--- src/hdl/ledf_pkg.sv ---
`timescale 1ns / 1ps
// ----------------------------------------------------------------------------
// LED strip formatter package
// Shared codes, command and result types for the pixel frame formatter.
// ----------------------------------------------------------------------------
package ledf_pkg;

	localparam int MaxPixels = 64;
	localparam int AddrW     = 6;
	localparam int CountW    = 7;
	localparam int QDepth    = 2;

	localparam logic [CountW-1:0] MAX_LEN = CountW'(MaxPixels);

	// request modes
	localparam logic [2:0] MODE_WRITE = 3'd0;
	localparam logic [2:0] MODE_READ  = 3'd1;
	localparam logic [2:0] MODE_CLEAR = 3'd2;
	localparam logic [2:0] MODE_FLUSH = 3'd3;
	localparam logic [2:0] MODE_DONE  = 3'd4;

	// chip types
	localparam logic [1:0] CHIP_GRB  = 2'd0;
	localparam logic [1:0] CHIP_GRBW = 2'd1;
	localparam logic [1:0] CHIP_WRGB = 2'd2;
	localparam logic [1:0] CHIP_DOT  = 2'd3;

	// result status
	localparam logic [1:0] ST_OK    = 2'd0;
	localparam logic [1:0] ST_RANGE = 2'd1;
	localparam logic [1:0] ST_BUSY  = 2'd2;
	localparam logic [1:0] ST_IDLE  = 2'd3;

	// configuration register indexes
	localparam logic [1:0] REG_CHIP  = 2'd0;
	localparam logic [1:0] REG_COUNT = 2'd1;
	localparam logic [1:0] REG_QUIET = 2'd2;

	typedef enum logic [2:0] {
		OP_WRITE,
		OP_READ,
		OP_CLEAR,
		OP_FLUSH,
		OP_DONE,
		OP_NOP
	} op_t;

	typedef enum logic [1:0] {
		B_IDLE,
		B_DATA,
		B_FRD,
		B_FCAP
	} back_state_t;

	typedef struct packed {
		op_t              op;
		logic             oor;
		logic [AddrW-1:0] index;
		logic [7:0]       red;
		logic [7:0]       green;
		logic [7:0]       blue;
		logic [7:0]       white;
		logic [31:0]      time_now;
	} cmd_t;

	typedef struct packed {
		logic [1:0] status;
		logic       changed;
		logic [7:0] first_byte;
		logic [7:0] second_byte;
		logic [7:0] third_byte;
		logic [7:0] fourth_byte;
		logic [2:0] byte_count;
		logic       last_of_frame;
	} res_t;

	function automatic logic [CountW-1:0] live_len(input logic [CountW-1:0] pc);
		logic [CountW-1:0] n;
		n = pc;
		if (n == '0)
			n = CountW'(1);
		if (n > MAX_LEN)
			n = MAX_LEN;
		return n;
	endfunction

endpackage

--- src/hdl/ledf_if.sv ---
`timescale 1ns / 1ps
// ----------------------------------------------------------------------------
// LED strip formatter channels
// Request and result channels with valid/ready handshake.
// ----------------------------------------------------------------------------
interface ledf_item_if;
	logic        valid;
	logic        ready;
	logic [2:0]  mode;
	logic [5:0]  index;
	logic [7:0]  red;
	logic [7:0]  green;
	logic [7:0]  blue;
	logic [7:0]  white;
	logic [31:0] time_now;

	modport source(output valid, mode, index, red, green, blue, white, time_now,
		input ready);
	modport sink(input valid, mode, index, red, green, blue, white, time_now,
		output ready);
endinterface

interface ledf_result_if;
	logic       valid;
	logic       ready;
	logic [1:0] status;
	logic       changed;
	logic [7:0] first_byte;
	logic [7:0] second_byte;
	logic [7:0] third_byte;
	logic [7:0] fourth_byte;
	logic [2:0] byte_count;
	logic       last_of_frame;

	modport source(output valid, status, changed, first_byte, second_byte, third_byte,
		fourth_byte, byte_count, last_of_frame, input ready);
	modport sink(input valid, status, changed, first_byte, second_byte, third_byte,
		fourth_byte, byte_count, last_of_frame, output ready);
endinterface

--- src/hdl/ledf_front.sv ---
`timescale 1ns / 1ps
// ----------------------------------------------------------------------------
// LED strip formatter front end
// Accepts requests, decodes the mode and checks the pixel index range.
// ----------------------------------------------------------------------------
module ledf_front import ledf_pkg::*; (
	ledf_item_if.sink         items,
	input  logic              full,
	input  logic [CountW-1:0] len,
	output logic              push,
	output cmd_t              cmd
);

	op_t  op;
	logic pix_op;

	assign items.ready = !full;
	assign push        = items.valid && !full;

	always_comb begin
		case (items.mode)
			MODE_WRITE: op = OP_WRITE;
			MODE_READ:  op = OP_READ;
			MODE_CLEAR: op = OP_CLEAR;
			MODE_FLUSH: op = OP_FLUSH;
			MODE_DONE:  op = OP_DONE;
			default:    op = OP_NOP;
		endcase
	end

	assign pix_op = (items.mode == MODE_WRITE) || (items.mode == MODE_READ);

	always_comb begin
		cmd          = '0;
		cmd.op       = op;
		cmd.oor      = pix_op && ({1'b0, items.index} >= len);
		cmd.index    = items.index;
		cmd.red      = items.red;
		cmd.green    = items.green;
		cmd.blue     = items.blue;
		cmd.white    = items.white;
		cmd.time_now = items.time_now;
	end

endmodule

--- src/hdl/ledf_queue.sv ---
`timescale 1ns / 1ps
// ----------------------------------------------------------------------------
// LED strip formatter command queue
// Two-entry queue between the front end and the back end.
// ----------------------------------------------------------------------------
module ledf_queue import ledf_pkg::*; (
	input  logic clk,
	input  logic arst_n,
	input  logic push,
	input  cmd_t push_data,
	output logic full,
	input  logic pop,
	output cmd_t head,
	output logic head_vld
);

	localparam int PtrW = $clog2(QDepth);

	cmd_t              slot_q [QDepth];
	logic [PtrW-1:0]   wr_ptr_q;
	logic [PtrW-1:0]   rd_ptr_q;
	logic [PtrW:0]     cnt_q;

	assign full     = cnt_q == (PtrW + 1)'(QDepth);
	assign head_vld = cnt_q != '0;
	assign head     = slot_q[rd_ptr_q];

	always_ff @(posedge clk) begin
		if (push)
			slot_q[wr_ptr_q] <= push_data;
	end

	always_ff @(posedge clk or negedge arst_n) begin
		if (!arst_n) begin
			wr_ptr_q <= '0;
			rd_ptr_q <= '0;
			cnt_q    <= '0;
		end else begin
			if (push)
				wr_ptr_q <= wr_ptr_q + PtrW'(1);
			if (pop)
				rd_ptr_q <= rd_ptr_q + PtrW'(1);
			case ({push, pop})
				2'b10:   cnt_q <= cnt_q + (PtrW + 1)'(1);
				2'b01:   cnt_q <= cnt_q - (PtrW + 1)'(1);
				default: cnt_q <= cnt_q;
			endcase
		end
	end

endmodule

--- src/hdl/ledf_back.sv ---
`timescale 1ns / 1ps
// ----------------------------------------------------------------------------
// LED strip formatter back end
// Executes queued requests against the pixel store and walks it on flush.
// ----------------------------------------------------------------------------
module ledf_back import ledf_pkg::*; (
	input  logic              clk,
	input  logic              arst_n,
	input  cmd_t              head,
	input  logic              head_vld,
	output logic              pop,
	input  logic [1:0]        chip_type,
	input  logic [CountW-1:0] len,
	input  logic [31:0]       quiescent_limit,
	ledf_result_if.source     results
);

	back_state_t state_q, state_d;

	logic [31:0]        mem [MaxPixels];
	logic [31:0]        rdata_q;
	logic [AddrW-1:0]   raddr_q;
	logic [MaxPixels-1:0] valid_q;
	logic [MaxPixels-1:0] nz_q;

	logic               dirty_q;
	logic               busy_q;
	logic [31:0]        last_time_q;

	logic [CountW-1:0]  ptr_q;
	logic [1:0]         dsel_q;
	logic [7:0]         dot0_q;
	logic [7:0]         dot1_q;

	logic               ovld_q;
	res_t               ores_q;

	logic [31:0]        entry;
	logic [31:0]        new_entry;
	logic [31:0]        elapsed;
	logic [7:0]         dot;
	logic [7:0]         on;
	logic               can_load;
	logic               quiet;
	logic               in_rng;
	logic               last_word;
	logic               word_done;

	logic               mem_re;
	logic [AddrW-1:0]   mem_raddr;
	logic               mem_we;
	logic               ld;
	res_t               res;
	logic               clr_all;
	logic               clr_busy;
	logic               flush_end;
	logic               ptr_rst;
	logic               ptr_inc;
	logic               dot_cap;
	logic               dsel_clr;

	assign entry     = valid_q[raddr_q] ? rdata_q : '0;
	assign can_load  = !ovld_q || results.ready;
	assign elapsed   = head.time_now - last_time_q;
	assign quiet     = !dirty_q && (elapsed < quiescent_limit);
	assign in_rng    = ptr_q < len;
	assign dot       = in_rng ? entry[7:0] : 8'd0;
	assign last_word = (ptr_q + CountW'(1)) >= len;
	assign word_done = (chip_type != CHIP_DOT) || (dsel_q == 2'd2);
	assign on        = ((head.red | head.green | head.blue | head.white) != 8'd0) ? 8'hFF : 8'h00;

	always_comb begin
		case (chip_type)
			CHIP_DOT: new_entry = {entry[31:8], on};
			CHIP_GRB: new_entry = {entry[31:24], head.blue, head.green, head.red};
			default:  new_entry = {head.white, head.blue, head.green, head.red};
		endcase
	end

	// next state
	always_comb begin
		state_d = state_q;
		case (state_q)
			B_IDLE: begin
				if (head_vld) begin
					case (head.op)
						OP_WRITE, OP_READ: begin
							if (!head.oor)
								state_d = B_DATA;
						end
						OP_FLUSH: begin
							if (!busy_q && !quiet)
								state_d = B_FRD;
						end
						default: state_d = B_IDLE;
					endcase
				end
			end
			B_DATA: begin
				if (can_load)
					state_d = B_IDLE;
			end
			B_FRD: state_d = B_FCAP;
			B_FCAP: begin
				if (!word_done)
					state_d = B_FRD;
				else if (can_load)
					state_d = last_word ? B_IDLE : B_FRD;
			end
			default: state_d = B_IDLE;
		endcase
	end

	// outputs
	always_comb begin
		mem_re            = 1'b0;
		mem_raddr         = head.index;
		mem_we            = 1'b0;
		ld                = 1'b0;
		pop               = 1'b0;
		clr_all           = 1'b0;
		clr_busy          = 1'b0;
		flush_end         = 1'b0;
		ptr_rst           = 1'b0;
		ptr_inc           = 1'b0;
		dot_cap           = 1'b0;
		dsel_clr          = 1'b0;
		res               = '0;
		res.status        = ST_OK;
		res.last_of_frame = 1'b1;
		case (state_q)
			B_IDLE: begin
				if (head_vld) begin
					case (head.op)
						OP_WRITE, OP_READ: begin
							if (head.oor) begin
								ld         = can_load;
								pop        = can_load;
								res.status = ST_RANGE;
							end else begin
								mem_re = 1'b1;
							end
						end
						OP_CLEAR: begin
							ld          = can_load;
							pop         = can_load;
							clr_all     = can_load;
							res.changed = |nz_q;
						end
						OP_FLUSH: begin
							if (busy_q) begin
								ld         = can_load;
								pop        = can_load;
								res.status = ST_BUSY;
							end else if (quiet) begin
								ld         = can_load;
								pop        = can_load;
								res.status = ST_IDLE;
							end else begin
								ptr_rst = 1'b1;
							end
						end
						OP_DONE: begin
							ld       = can_load;
							pop      = can_load;
							clr_busy = can_load;
						end
						default: begin
							ld  = can_load;
							pop = can_load;
						end
					endcase
				end
			end
			B_DATA: begin
				ld  = can_load;
				pop = can_load;
				if (head.op == OP_WRITE) begin
					mem_we      = can_load;
					res.changed = new_entry != entry;
				end else begin
					case (chip_type)
						CHIP_DOT: begin
							res.first_byte  = entry[7:0];
							res.second_byte = entry[7:0];
							res.third_byte  = entry[7:0];
						end
						CHIP_GRB: begin
							res.first_byte  = entry[7:0];
							res.second_byte = entry[15:8];
							res.third_byte  = entry[23:16];
						end
						default: begin
							res.first_byte  = entry[7:0];
							res.second_byte = entry[15:8];
							res.third_byte  = entry[23:16];
							res.fourth_byte = entry[31:24];
						end
					endcase
				end
			end
			B_FRD: begin
				mem_re    = 1'b1;
				mem_raddr = ptr_q[AddrW-1:0];
			end
			B_FCAP: begin
				if (!word_done) begin
					dot_cap = 1'b1;
					ptr_inc = 1'b1;
				end else begin
					ld                = can_load;
					res.last_of_frame = last_word;
					case (chip_type)
						CHIP_GRB: begin
							res.first_byte  = entry[15:8];
							res.second_byte = entry[7:0];
							res.third_byte  = entry[23:16];
							res.byte_count  = 3'd3;
						end
						CHIP_GRBW: begin
							res.first_byte  = entry[15:8];
							res.second_byte = entry[7:0];
							res.third_byte  = entry[23:16];
							res.fourth_byte = entry[31:24];
							res.byte_count  = 3'd4;
						end
						CHIP_WRGB: begin
							res.first_byte  = entry[31:24];
							res.second_byte = entry[7:0];
							res.third_byte  = entry[15:8];
							res.fourth_byte = entry[23:16];
							res.byte_count  = 3'd4;
						end
						default: begin
							res.first_byte  = dot0_q;
							res.second_byte = dot1_q;
							res.third_byte  = dot;
							res.byte_count  = 3'd3;
						end
					endcase
					if (can_load) begin
						if (last_word) begin
							pop       = 1'b1;
							flush_end = 1'b1;
						end else begin
							ptr_inc  = 1'b1;
							dsel_clr = 1'b1;
						end
					end
				end
			end
			default: begin
				mem_re = 1'b0;
			end
		endcase
	end

	always_ff @(posedge clk) begin
		if (mem_we)
			mem[raddr_q] <= new_entry;
		if (mem_re) begin
			rdata_q <= mem[mem_raddr];
			raddr_q <= mem_raddr;
		end
		if (dot_cap) begin
			if (dsel_q == 2'd0)
				dot0_q <= dot;
			else
				dot1_q <= dot;
		end
		if (ld)
			ores_q <= res;
	end

	always_ff @(posedge clk or negedge arst_n) begin
		if (!arst_n) begin
			state_q     <= B_IDLE;
			valid_q     <= '0;
			nz_q        <= '0;
			dirty_q     <= 1'b0;
			busy_q      <= 1'b0;
			last_time_q <= '0;
			ptr_q       <= '0;
			dsel_q      <= '0;
			ovld_q      <= 1'b0;
		end else begin
			state_q <= state_d;
			if (clr_all) begin
				valid_q <= '0;
				nz_q    <= '0;
			end else if (mem_we) begin
				valid_q[raddr_q] <= 1'b1;
				nz_q[raddr_q]    <= new_entry != '0;
			end
			if (flush_end)
				dirty_q <= 1'b0;
			else if ((clr_all && (|nz_q)) || (mem_we && (new_entry != entry)))
				dirty_q <= 1'b1;
			if (flush_end) begin
				busy_q      <= 1'b1;
				last_time_q <= head.time_now;
			end else if (clr_busy) begin
				busy_q <= 1'b0;
			end
			if (ptr_rst)
				ptr_q <= '0;
			else if (ptr_inc)
				ptr_q <= ptr_q + CountW'(1);
			if (ptr_rst || dsel_clr)
				dsel_q <= '0;
			else if (dot_cap)
				dsel_q <= dsel_q + 2'd1;
			if (ld)
				ovld_q <= 1'b1;
			else if (results.ready)
				ovld_q <= 1'b0;
		end
	end

	assign results.valid         = ovld_q;
	assign results.status        = ores_q.status;
	assign results.changed       = ores_q.changed;
	assign results.first_byte    = ores_q.first_byte;
	assign results.second_byte   = ores_q.second_byte;
	assign results.third_byte    = ores_q.third_byte;
	assign results.fourth_byte   = ores_q.fourth_byte;
	assign results.byte_count    = ores_q.byte_count;
	assign results.last_of_frame = ores_q.last_of_frame;

	a_pop_needs_head: assert property (@(posedge clk) disable iff (!arst_n)
		pop |-> head_vld)
		else $error("pop from empty queue");

	a_busy_on_head: assert property (@(posedge clk) disable iff (!arst_n)
		(state_q != B_IDLE) |-> head_vld)
		else $error("back end working without a queued request");

	a_write_in_data: assert property (@(posedge clk) disable iff (!arst_n)
		mem_we |-> ((state_q == B_DATA) && (head.op == OP_WRITE)))
		else $error("store written outside a pixel write");

	a_flush_end: assert property (@(posedge clk) disable iff (!arst_n)
		flush_end |=> (busy_q && !dirty_q && (state_q == B_IDLE)))
		else $error("flush end did not update frame state");

	a_dot_sel: assert property (@(posedge clk) disable iff (!arst_n)
		(state_q == B_FCAP) |-> (dsel_q != 2'd3))
		else $error("dot selector overran");

endmodule

--- src/hdl/led_strip_pixel_frame_formatter.sv ---
`timescale 1ns / 1ps
// ----------------------------------------------------------------------------
// LED strip pixel frame formatter
// Pixel store and wire-order formatter for addressable LED strips.
// ----------------------------------------------------------------------------
// Requests arrive on items (valid/ready); each gives one or more results on
// results (valid/ready), the final one flagged by last_of_frame. Registers
// chip_type, pixel_count and quiescent_limit are written through cfg_wr_en,
// cfg_index and cfg_data; the user must write them only while no request is
// in flight; the block itself does not enforce this.
// A request enters a two-entry queue and is taken by the back end from its
// head. Write and read pass the idle state (store read), then the data state
// (update and result); clear, send done, refused flushes and out-of-range
// requests are answered from the idle state alone. A flush walks the store
// over its single read port, with a store read and a capture per LED word
// for GRB/GRBW/WRGB chips and three store reads per word for flip-dot panels.
// Results sit in an output register that the back end can refill as the
// receiver takes the waiting one; a stalled receiver holds the back end once
// that register is full, and the queue then fills and drops items.ready.
// Reset empties the queue, marks every store entry as zero, clears the dirty
// and busy flags and the last flush time, and loads the register defaults.
// ----------------------------------------------------------------------------
module led_strip_pixel_frame_formatter import ledf_pkg::*; (
	input  logic        clk,
	input  logic        arst_n,
	ledf_item_if.sink   items,
	ledf_result_if.source results,
	input  logic        cfg_wr_en,
	input  logic [1:0]  cfg_index,
	input  logic [31:0] cfg_data
);

	logic [1:0]        chip_q;
	logic [CountW-1:0] count_q;
	logic [31:0]       quiet_q;
	logic [CountW-1:0] len;

	logic push;
	logic full;
	logic pop;
	logic head_vld;
	cmd_t cmd;
	cmd_t head;

	always_ff @(posedge clk or negedge arst_n) begin
		if (!arst_n) begin
			chip_q  <= CHIP_GRB;
			count_q <= MAX_LEN;
			quiet_q <= 32'd1000000;
		end else if (cfg_wr_en) begin
			case (cfg_index)
				REG_CHIP:  chip_q  <= cfg_data[1:0];
				REG_COUNT: count_q <= cfg_data[CountW-1:0];
				REG_QUIET: quiet_q <= cfg_data;
				default:   chip_q  <= chip_q;
			endcase
		end
	end

	assign len = live_len(count_q);

	ledf_front u_front (
		.items (items),
		.full  (full),
		.len   (len),
		.push  (push),
		.cmd   (cmd)
	);

	ledf_queue u_queue (
		.clk       (clk),
		.arst_n    (arst_n),
		.push      (push),
		.push_data (cmd),
		.full      (full),
		.pop       (pop),
		.head      (head),
		.head_vld  (head_vld)
	);

	ledf_back u_back (
		.clk             (clk),
		.arst_n          (arst_n),
		.head            (head),
		.head_vld        (head_vld),
		.pop             (pop),
		.chip_type       (chip_q),
		.len             (len),
		.quiescent_limit (quiet_q),
		.results         (results)
	);

endmodule
--- src/flat_wrapper.sv ---
// flat-port wrapper written by rule: the top's interface ports become plain ports
module led_strip_pixel_frame_formatter_flat import ledf_pkg::*;
  (clk, arst_n, cfg_wr_en, cfg_index, cfg_data, items_valid, items_mode, items_index, items_red, items_green, items_blue, items_white, items_time_now, items_ready, results_valid, results_status, results_changed, results_first_byte, results_second_byte, results_third_byte, results_fourth_byte, results_byte_count, results_last_of_frame, results_ready);
  ledf_item_if items_i ();
  ledf_result_if results_i ();
  input  logic clk;
  input  logic arst_n;
  input  logic cfg_wr_en;
  input  logic [1:0] cfg_index;
  input  logic [31:0] cfg_data;
  input wire logic [$bits(items_i.valid)-1:0] items_valid;
  input wire logic [$bits(items_i.mode)-1:0] items_mode;
  input wire logic [$bits(items_i.index)-1:0] items_index;
  input wire logic [$bits(items_i.red)-1:0] items_red;
  input wire logic [$bits(items_i.green)-1:0] items_green;
  input wire logic [$bits(items_i.blue)-1:0] items_blue;
  input wire logic [$bits(items_i.white)-1:0] items_white;
  input wire logic [$bits(items_i.time_now)-1:0] items_time_now;
  output wire logic [$bits(items_i.ready)-1:0] items_ready;
  output wire logic [$bits(results_i.valid)-1:0] results_valid;
  output wire logic [$bits(results_i.status)-1:0] results_status;
  output wire logic [$bits(results_i.changed)-1:0] results_changed;
  output wire logic [$bits(results_i.first_byte)-1:0] results_first_byte;
  output wire logic [$bits(results_i.second_byte)-1:0] results_second_byte;
  output wire logic [$bits(results_i.third_byte)-1:0] results_third_byte;
  output wire logic [$bits(results_i.fourth_byte)-1:0] results_fourth_byte;
  output wire logic [$bits(results_i.byte_count)-1:0] results_byte_count;
  output wire logic [$bits(results_i.last_of_frame)-1:0] results_last_of_frame;
  input wire logic [$bits(results_i.ready)-1:0] results_ready;
  assign items_i.valid = items_valid;
  assign items_i.mode = items_mode;
  assign items_i.index = items_index;
  assign items_i.red = items_red;
  assign items_i.green = items_green;
  assign items_i.blue = items_blue;
  assign items_i.white = items_white;
  assign items_i.time_now = items_time_now;
  assign items_ready = items_i.ready;
  assign results_valid = results_i.valid;
  assign results_status = results_i.status;
  assign results_changed = results_i.changed;
  assign results_first_byte = results_i.first_byte;
  assign results_second_byte = results_i.second_byte;
  assign results_third_byte = results_i.third_byte;
  assign results_fourth_byte = results_i.fourth_byte;
  assign results_byte_count = results_i.byte_count;
  assign results_last_of_frame = results_i.last_of_frame;
  assign results_i.ready = results_ready;
  led_strip_pixel_frame_formatter u_core (.clk(clk), .arst_n(arst_n), .items(items_i), .results(results_i), .cfg_wr_en(cfg_wr_en), .cfg_index(cfg_index), .cfg_data(cfg_data));
endmodule
--- config.mk ---
export PLATFORM = sky130hd
export DESIGN_NAME = led_strip_pixel_frame_formatter_flat
export DESIGN_NICKNAME = d
export VERILOG_FILES = /design/src/hdl/ledf_pkg.sv /design/src/hdl/ledf_if.sv /design/src/hdl/ledf_front.sv /design/src/hdl/ledf_queue.sv /design/src/hdl/ledf_back.sv /design/src/hdl/led_strip_pixel_frame_formatter.sv /design/src/flat_wrapper.sv
export SDC_FILE = /design/constraint.sdc
export NUM_CORES = 2
export LEC_CHECK = 0
export BUFFER_PORTS_ARGS = -buffer_cell sky130_fd_sc_hd__buf_2
export CORE_AREA = 2 2 431 647
export CTS_CLUSTER_DIAMETER = 80
export DETAILED_ROUTE_END_ITERATION = 10
export DIE_AREA = 0 0 433 649
export SLEW_MARGIN = 20
export SYNTH_ARGS = -nofsm -noshare
export SYNTH_HDL_FRONTEND = slang
export SYNTH_HIERARCHICAL = 1
export SYNTH_SLANG_ARGS = --single-unit
--- constraint.sdc ---
create_clock -name clk -period 9.5 [get_ports clk]
set_input_delay 1.9 -clock clk [delete_from_list [all_inputs] [get_ports clk]]
set_output_delay 1.9 -clock clk [all_outputs]
set_load 0.02 [all_outputs]
==> reports/qor.txt <==
Max H-tree Level - 4
Final core occ - 0.423
Critical Path AT - 7600 ps
Post-route cell area - 116000 um2
Fin. max-slew vios - 0
Vias in the first global route - 65600
Leakage - 41.0 nW
Reg clk slew, reported paths - 60 ps
Die area - 281000 um2
WHS - 482 ps
DRT Pass-1 Iters - 6
Maximum clock path buffer count - 4
Post-synth EDFFs - 2288
Commonest cells post-synth - edfxtp_1, nand2_1, nand3_1
Core Rows - 236
Status - finished, final reports clean
Clk pwr share - 0.228
HPWL Detailed - 169 mm
Synthesis-stage register bit count - 2507
Startpoint types - flop
Setup slack at placement - 2430 ps
Post-CTS Setup Bufs - 0
Maxcap violations - 0
Reg2Reg Setup Slack - 2720 ps
Largest net degree at the start of global routing - 178
Root buffer cell - clkbuf_16
CP max FO - 26
Unrepaired setup endpoints after global routing - false
Synth area leaders - edfxtp_1, nand2_1, dfrtp_1
Cts bufs inserted - 222
Core ar. - 275000 um2
Crit-path most repeated cell - o21ai_0
Kind of critical path - flop to flop
Initial DRC count - 6309
R2R Path End - u_core/u_queue/cnt_q[1]
Final Worst Setup Slack - 2720 ps
Dominant synthesized flop cell - edfxtp_1
Combinational Power Share - 0.396
Area share of the largest cell type after synthesis - 0.659
Slowest cell on the critical path - dfrtp_4
Seq/Total Area, Yosys - 0.712
Dpl cells - 11700
Nets@finish - 8419
Total global routing overflow - 0
DRT antenna net count - 0
Initial core utilization - 0.379
Most numerous cell in the Yosys netlist - edfxtp_1
Int Pwr - 23.1 mW
Min Tclk post-route - 6780 ps
Worst skew pair latency - 890 ps
DR WL/cell - 24.6 um
DIE WIDTH - 433 um
Avg Vias per Cell - 5.58
Slew @ Worst Pin - 1030 ps
Net load switching power - 15.4 mW
Reg-to-Reg Start - u_core/u_queue/rd_ptr_q
Final Hold Violating Endpoints - 0
CTS tree - built
HP Class - flop to flop
Synth async-reset ratio - 0.0874
Area Overhead vs Synth - 11.5%
Pwr dens - 331 nW/um2
Crit share post-route - 0.714
Setup TNS - 0 ps
Cell variety after synth - 82
Area leader, netlist - edfxtp_1
First-pass GRT wire length - 435 mm
I/O pin cnt - 153
Syn. warnings - 6
# port buffers - 152
Final wirelength - 297 mm
RePlAce Congestion - 0.898
Final setup viols - 0
Worst vdd ir - 0.000410 V
Synth Instances - 8280
CP endpoint - u_core/u_queue/cnt_q[1]
Worst setup path startpoint - u_core/u_queue/rd_ptr_q
Net Count, Synth - 8483
CP peak stage delay - 730 ps
Switching Fraction - 0.399
Slew margin rel. - 0.305
Drc violations - 0
Via Count - 67500
Max Clock Freq - 147 MHz
Post-synthesis area per instance - 12.6 um2
Overall global routing resource usage - 0.205
Worst clock skew - 41.4 ps
Post_cts resized - 0
Final Non-Filler Cells - 12100
Synthesized cell area - 104000 um2
Initial antenna violation count - 26
Kind of end point of the critical path - flop
Overall power - 38.5 mW
Data required, critical path - 10310 ps
Clock tree sinks - 2507
DIE HEIGHT - 649 um
Post-place instance area - 109000 um2
Cts hold-fix bufs - 0
Layout cell share with drive strength beyond 1 - 0.106
Sequential power share - 0.376
Worst reg2reg path depth - 25
[critical path: cells and delay by family (launching register included)]
kind                     cells  cell delay, ps
AO/OA/AOI/OAI               12            3280
XOR/XNOR                     2             240
adder cells (fa/ha/maj)      4            1200
buffers and inverters        2             120
flip-flops                   1             730
multiplexers                 1             350
AND/OR/NAND/NOR              4             780
[cell type report]
type                       instances  area, um2
multi-input combinational       5053      27700
tap                             3689       4620
inverter                         116        455
clock inverter                   102        866
antenna                           17       42.5
timing repair buffer             316       2260
sequential                      2507      74200
clock buffer                     298       6030
fill                           24900     159000
[metal layers]
layer	track usage	part of all wire
met1	0.250	0.38
met2	0.362	0.51
met3	0.0261	0.065
met4	0.0902	0.044
met5	0	0.00027
[how the worst min path moves through the flow]
stage                                     end                       from  cells past startpoint
floorplan             u_core/u_queue/cnt_q[1]    u_core/u_queue/cnt_q[1]                      1
global route          u_core/u_queue/cnt_q[1]    u_core/u_queue/cnt_q[1]                      1
finish                u_core/u_queue/cnt_q[1]    u_core/u_queue/cnt_q[1]                      1
global placement    u_core/u_back/valid_q[13]  u_core/u_back/valid_q[13]                      2
CTS                   u_core/u_queue/cnt_q[1]    u_core/u_queue/cnt_q[1]                      1
detailed placement    u_core/u_queue/cnt_q[1]    u_core/u_queue/cnt_q[1]                      1
[power by group through the flow]
stage	registers, mW	clock network [mW]	logic, mW
floorplan	14.6	0	9.83
global placement	14.7	0	14.8
detailed placement	14.7	0	15.1
CTS	14.4	8.92	15.2
global route	14.5	9.31	16.5
finish	14.4	8.78	15.2
[cells in the final DEF, fill, tap and decap left out, drive strengths merged, types with 8 or more instances in the layout]
cell type     n
o21ai        89
mux2        124
a22oi        26
a31oi        41
dfrtp       211
bufinv       14
buf         316
nand3      1054
dfstp         8
nand4        15
o22ai        23
and3        142
a21o         27
diode        17
a21oi       135
or3           8
clkinvlp      9
ha           90
inv         121
and2         17
nor4         28
a22o         30
nor3         50
xnor2        26
o21a         20
a311oi      356
a211oi       56
nand3b        9
nor2        289
clkinv       74
mux2i        24
clkbuf      298
a21boi       12
edfxtp     2288
nand2b       29
nand2      2198
xor2         21
nor2b        24
[registers in the layout (all words and copies together) (netlist names), 6 cells and up]
| name | flops |
|---|---|
| u_core/u_back/raddr_q | 6 |
| u_core/u_back/dot1_q | 8 |
| u_core/u_back/results.third_byte | 8 |
| u_core/u_back/nz_q | 64 |
| u_core/quiet_q | 32 |
| u_core/u_back/last_time_q | 32 |
| u_core/u_back/rdata_q | 32 |
| u_core/u_back/ptr_q | 7 |
| u_core/u_back/dot0_q | 8 |
| u_core/u_back/results.fourth_byte | 8 |
| u_core/u_back/results.second_byte | 8 |
| u_core/u_queue/slot_q | 148 |
| u_core/u_back/valid_q | 64 |
| u_core/u_back/mem | 2048 |
| u_core/count_q | 7 |
| u_core/u_back/results.first_byte | 8 |
[kinds of logic (layout without fill, tap and decap cells)]
group	after synthesis	count (layout)	share of synthesized area
other	0	17	0
buffers and inverters	720	832	0.0299
XOR/XNOR	47	47	0.00395
adder cells (fa/ha/maj)	91	91	0.0110
AO/OA/AOI/OAI	871	871	0.0621
multiplexers	154	154	0.0199
AND/OR/NAND/NOR	3890	3890	0.161
flip-flops	2507	2507	0.712
(Power assumes the default switching activity.)
